`config.mk`:
```
export PLATFORM = sky130hd
export DESIGN_NAME = grns_ram
export DESIGN_NICKNAME = d
export VERILOG_FILES = /design/src/rtl/grns_ram.sv
export SDC_FILE = /design/constraint.sdc
export NUM_CORES = 2
export LEC_CHECK = 0
export BUFFER_PORTS_ARGS = -buffer_cell sky130_fd_sc_hd__buf_4
export CORE_MARGIN = 1.5
export CORE_UTILIZATION = 56
export DETAILED_ROUTE_END_ITERATION = 10
export GPL_TIMING_DRIVEN = 0
export PLACE_DENSITY = 0.75
export SYNTH_ARGS = -nofsm -noshare
export SYNTH_HDL_FRONTEND = slang
export SYNTH_SLANG_ARGS = --single-unit
export TNS_END_PERCENT = 100
```
`constraint.sdc`:
```
create_clock -name clk -period 4.4 [get_ports clk]
set_input_delay 0.44 -clock clk [delete_from_list [all_inputs] [get_ports clk]]
set_output_delay 0.44 -clock clk [all_outputs]
set_load 0.03 [all_outputs]
```
`src/rtl/grns_ram.sv`:
```
// Generic single-write, single-read RAM with a registered read port.
// Used for the register file of the Newton step; depends on nothing else.
`timescale 1ns / 1ps
module grns_ram #(
	parameter int WIDTH = 64,
	parameter int DEPTH = 32
) (
	input  logic                     clk,
	input  logic                     we,
	input  logic [$clog2(DEPTH)-1:0] waddr,
	input  logic [WIDTH-1:0]         wdata,
	input  logic [$clog2(DEPTH)-1:0] raddr,
	output logic [WIDTH-1:0]         rdata
);

	logic [WIDTH-1:0] mem [DEPTH];

	// Write port and registered read port.
	always_ff @(posedge clk) begin
		if (we) begin
			mem[waddr] <= wdata;
		end
		rdata <= mem[raddr];
	end

endmodule

```
# --- Word level (Yosys, flattened, before mapping) ---
# Memories as Yosys holds them, arrays and structs flattened. A register that Yosys moved wholly into a read port is not among the register bits.
# Cells that the tools add are included.
# Widths: inputs -> output; s select.
op_classes:
  add_sub_neg: 0
  mul: 0
  div: 0
  magnitude_cmp: 0
  n_eq_ne: 0
  n_shift: 0
  mux: 2
  n_bitwise: 0
  n_reduce_logical: 0
op_table:
  columns: ["cell", "n"]
  rows:
  - ["$mux 1", 2]
word_totals:
  register_bits: 0
  latch_bits: 0
  ramBits: 2048
  rom_bits: 0
  in_bits: 76
  out_inout_bits: 64
  elab_cells: 3
  mem_count: 1
memory_table:
  columns: ["memory", "words", "word_bits", "rd", "rd_ports_with_merged_regs", "wr", "line", "text"]
  rows:
  - ["mem", 32, 64, 1, 1, 1, "16", "logic [WIDTH-1:0] mem [DEPTH];"]

# --- Longest topological paths before layout ---
depth:
  word_depth: 2
  ltp_mapped: 9
  depth_no_buf: 4

# --- Worst setup path before layout ---
# OpenSTA, ideal clock, no wires.
synth_path:
  path_kind: "input port to flip-flop"
  start: "in waddr[1]"
  end: "mem mem[12][0] (enable)"
  setup_ps: 486
  t_arrival_ps: 3776
  t_required_ps: 3914
  setup_slack_ps: 138
  path_stages: 3
  n_path_buf: 1
  cell_sequence: "or3b_2 -> clkbuf_1 -> nor2_1"
synth_rtl:
  columns: ["element", "line", "text"]
  rows:
  - ["start, declared", "10", "input logic [$clog2(DEPTH)-1:0] waddr,"]
  - ["end, declared", "16", null]
# No word-level cell before the write port.

==> impl_summary.log <==
[metrics] total leakage power: 28.9 nW
[metrics] fillcell total: 8295
[metrics] terminating pin of the worst hold path: mem[5][26]
[metrics] pins over their slew limit: 0
[metrics] most common cell in the netlist: sky130_fd_sc_hd__edfxtp_1
[metrics] buffers added on ports: 135
[metrics] Cell Area, Synth: 79000 µm²
[metrics] core area: 140000 µm²
[metrics] number of synthesized flops with an enable pin: 2048
[metrics] cts repair resizes: 0
[metrics] cell type with the largest total area after synthesis: sky130_fd_sc_hd__edfxtp_1
[metrics] Most used DFF post-synth: sky130_fd_sc_hd__edfxtp_1
[metrics] Setup crit end kind: register
[metrics] Post-CTS Repair Setup Buffers: 0
[metrics] Max clock buf depth: 3
[metrics] Initial Utilization: 56.5%
[metrics] antenna violations before repair: 12
[metrics] Area contributors post-synth: sky130_fd_sc_hd__edfxtp_1 (78%), sky130_fd_sc_hd__mux4_2 (17%), sky130_fd_sc_hd__dfxtp_1 (1.6%)
[metrics] instance area at placement: 85000 µm²
[metrics] Post-Layout Inst Area: 91800 µm²
[metrics] cell count after synthesis: 3097
[metrics] Setup crit start kind: input pin
[metrics] Worst Path Required: 5.09 ns
[metrics] net count reported at finish: 3680
[metrics] final cell count without fillers: 5653
[metrics] 1st-iter DRT viols: 6279
[metrics] clock skew after layout: 0.0242 ns
[metrics] type of the worst min-delay path: input pin to register
[metrics] last weighted congestion value of the routability-driven placer: 0.742
[metrics] iteration count of the initial detailed-routing pass: 7
[metrics] FMAX: 0.302 GHz
[metrics] RSZ-0062 raised after global routing: false
[metrics] number of buffers inserted during clock tree synthesis: 195
[metrics] reg-to-reg setup timing slack: 2.47 ns
[metrics] Max Cap Violations: 0
[metrics] syn nets: 3173
[metrics] count of different cell masters after synthesis: 31
[metrics] count of cells along the worst register-to-register path: 3
[metrics] wire length of the first global-routing pass: 298000 µm
[metrics] number of cells traversed by the worst hold path: 3
[metrics] Critical Path Max Stage Delay: 1.09 ns
[metrics] number of synthesized register bits: 2112
[metrics] Root Buffer Master: sky130_fd_sc_hd__clkbuf_16
[metrics] fraction of registers with async set/reset: 0%
[metrics] Area Overhead vs Synth: 16.3%
[metrics] Total Routing Usage GR: 30.6%
[metrics] worst setup margin: 1.09 ns
[metrics] worst slew margin relative to its limit: 1.79%
[metrics] clock period minus final worst setup slack: 3.31 ns
[metrics] sinks on the clock net: 2112
[metrics] post-route worst hold slack: 0.379 ns
[metrics] Setup-failing EPs final: 0
[metrics] total DRC errors in the routed layout: 0
[metrics] launch instance of the worst register-to-register path: mem[29][26]
[metrics] # H-tree levels: 4
[metrics] via count of the first global-routing pass: 39968
[metrics] area of the die: 143000 µm²
[metrics] grt total ovfl: 0
[metrics] startpoint of the tightest hold check path: waddr[2]
[metrics] cell total after placement: 5219
[metrics] outcome: finished, final reports clean
[metrics] list of cells traversed by the critical path: clkbuf_1, clkbuf_1, clkbuf_1, mux4_2, mux4_2, mux2_2
[metrics] area used by multi-input combinational logic: 15700 µm²
[metrics] number of top-level pins: 140
[metrics] data arrival time at the worst-slack endpoint: 4.00 ns
[metrics] maximum number of pins on one net before global-route repair: 33
[metrics] per-cell routed wire length: 38.0 µm
[metrics] via density per instance: 6.88
[metrics] measured slew at the worst slew-check pin: 1.47 ns
[metrics] DR vias: 38903
[metrics] Max rail drop VDD: 427 µV
[metrics] clock latency at the later pin of the worst-skew pair: 0.84 ns
[metrics] standard-cell row count: 137
[metrics] final critical-path share of the clock period: 75.2%
[metrics] top cells by instance count after synthesis: sky130_fd_sc_hd__edfxtp_1 (2048), sky130_fd_sc_hd__mux4_2 (602), sky130_fd_sc_hd__mux2_2 (74)
[metrics] Place WS: 0.360 ns
[metrics] share of the synthesized area in the top cell type: 77.9%
[metrics] Worst path most repeated cell: sky130_fd_sc_hd__clkbuf_1
[metrics] Hold-fix buffers, CTS: 64
[metrics] total chip power: 41.6 mW
[metrics] Avg Cell Area, Syn: 25.5 µm²
[metrics] Post-DRT Antenna Nets: 0
[metrics] die outline width: 379 µm
[metrics] Crit-path slowest cell: sky130_fd_sc_hd__clkbuf_1
[metrics] critical register-to-register path endpoint: rdata[26]
[metrics] total area of sequential cells: 62800 µm²
[metrics] HPWL Detailed: 127000 µm
[metrics] die boundary height: 379 µm
[metrics] number of warnings reported in the yosys synthesis log: 0
[metrics] CTS clk-pin slew, worst paths: 0.07 ns
[metrics] proportion of layout cells with a drive suffix above 1: 34.7%
[metrics] Final Hold Vio Count: 0
[metrics] power density over cell area: 453 nW/µm²
[metrics] Final Routed Wirelength: 215000 µm
[metrics] post-synthesis sequential area ratio: 79.5%
[metrics] clock tree from TritonCTS: done
[metrics] biggest fanout along the worst timing path: 10
[metrics] worst setup path category: input pin to register
[logic make-up (layout without fill, tap and decap cells)]
group | after synthesis | in the layout | synth area share (%)
DFF | 2112 | 2112 | 79.5
muxes | 714 | 714 | 18.7
buffers and inverters | 157 | 830 | 0.944
and+or+nand+nor | 64 | 64 | 0.379
AOI/OAI and AO/OA | 50 | 50 | 0.466
other | 0 | 7 | 0
[area by class of cell]
| type | instances | area share [%] |
|---|---|---|
| clock inverter | 91 | 0.834 |
| tap | 1876 | 2.56 |
| buffer | 156 | 0.811 |
| clock buffer | 272 | 5.92 |
| inverter | 1 | 0.00409 |
| timing repair buffer | 310 | 4.42 |
| sequential | 2112 | 68.4 |
| antenna | 7 | 0.0191 |
| multi-input combinational | 828 | 17.1 |
[worst max-delay path, delay by kind of cell]
kind                   cells  cell delay, ns
buffers and inverters      3            2.28
muxes                      3            1.25
[worst max path at each step]
stage	start	end
after floorplan	waddr[1]	mem[12][0]
after global placement	waddr[3]	mem[2][51]
after detailed placement	raddr[2]	rdata[53]
after CTS	raddr[2]	rdata[44]
after global routing	raddr[2]	rdata[59]
final	raddr[2]	rdata[62]
[flip-flops by register name, indices dropped and copies added, names as in the netlist]
name,count
mem,2048
rdata,64
[layout by cell type, fill, tap and decap left out, drive strengths merged, types with 38 or more instances in the layout]
cell type    instances
buf                347
clkbuf             327
clkinv              69
dfxtp               64
dlygate4sd3         64
edfxtp            2048
mux2                74
mux2i               38
mux4               602
nor2                41
[power by group]
part	internal [mW]	total, mW	switching (mW)
clock network	9.36	16.7	7.31
registers	22.4	22.5	0.104
logic	0.988	2.43	1.44
[stage by stage]
step	utilization [%]	TNS (ns)
after global placement	58.9	-8333.01
after detailed placement	60.8	0
after floorplan	-	0
after CTS	65.7	0
final	65.7	0
after global routing	65.7	0
[per-layer routing]
metal	GRT usage (%)	wire length [µm]	vias up
met5	0	55	-
met1	41.0	74000	20596
met3	7.44	27700	554
met4	12.2	8890	8
met2	49.0	104000	3245
li1	-	-	14500
No activity file was read; power rests on OpenSTA's default activity.
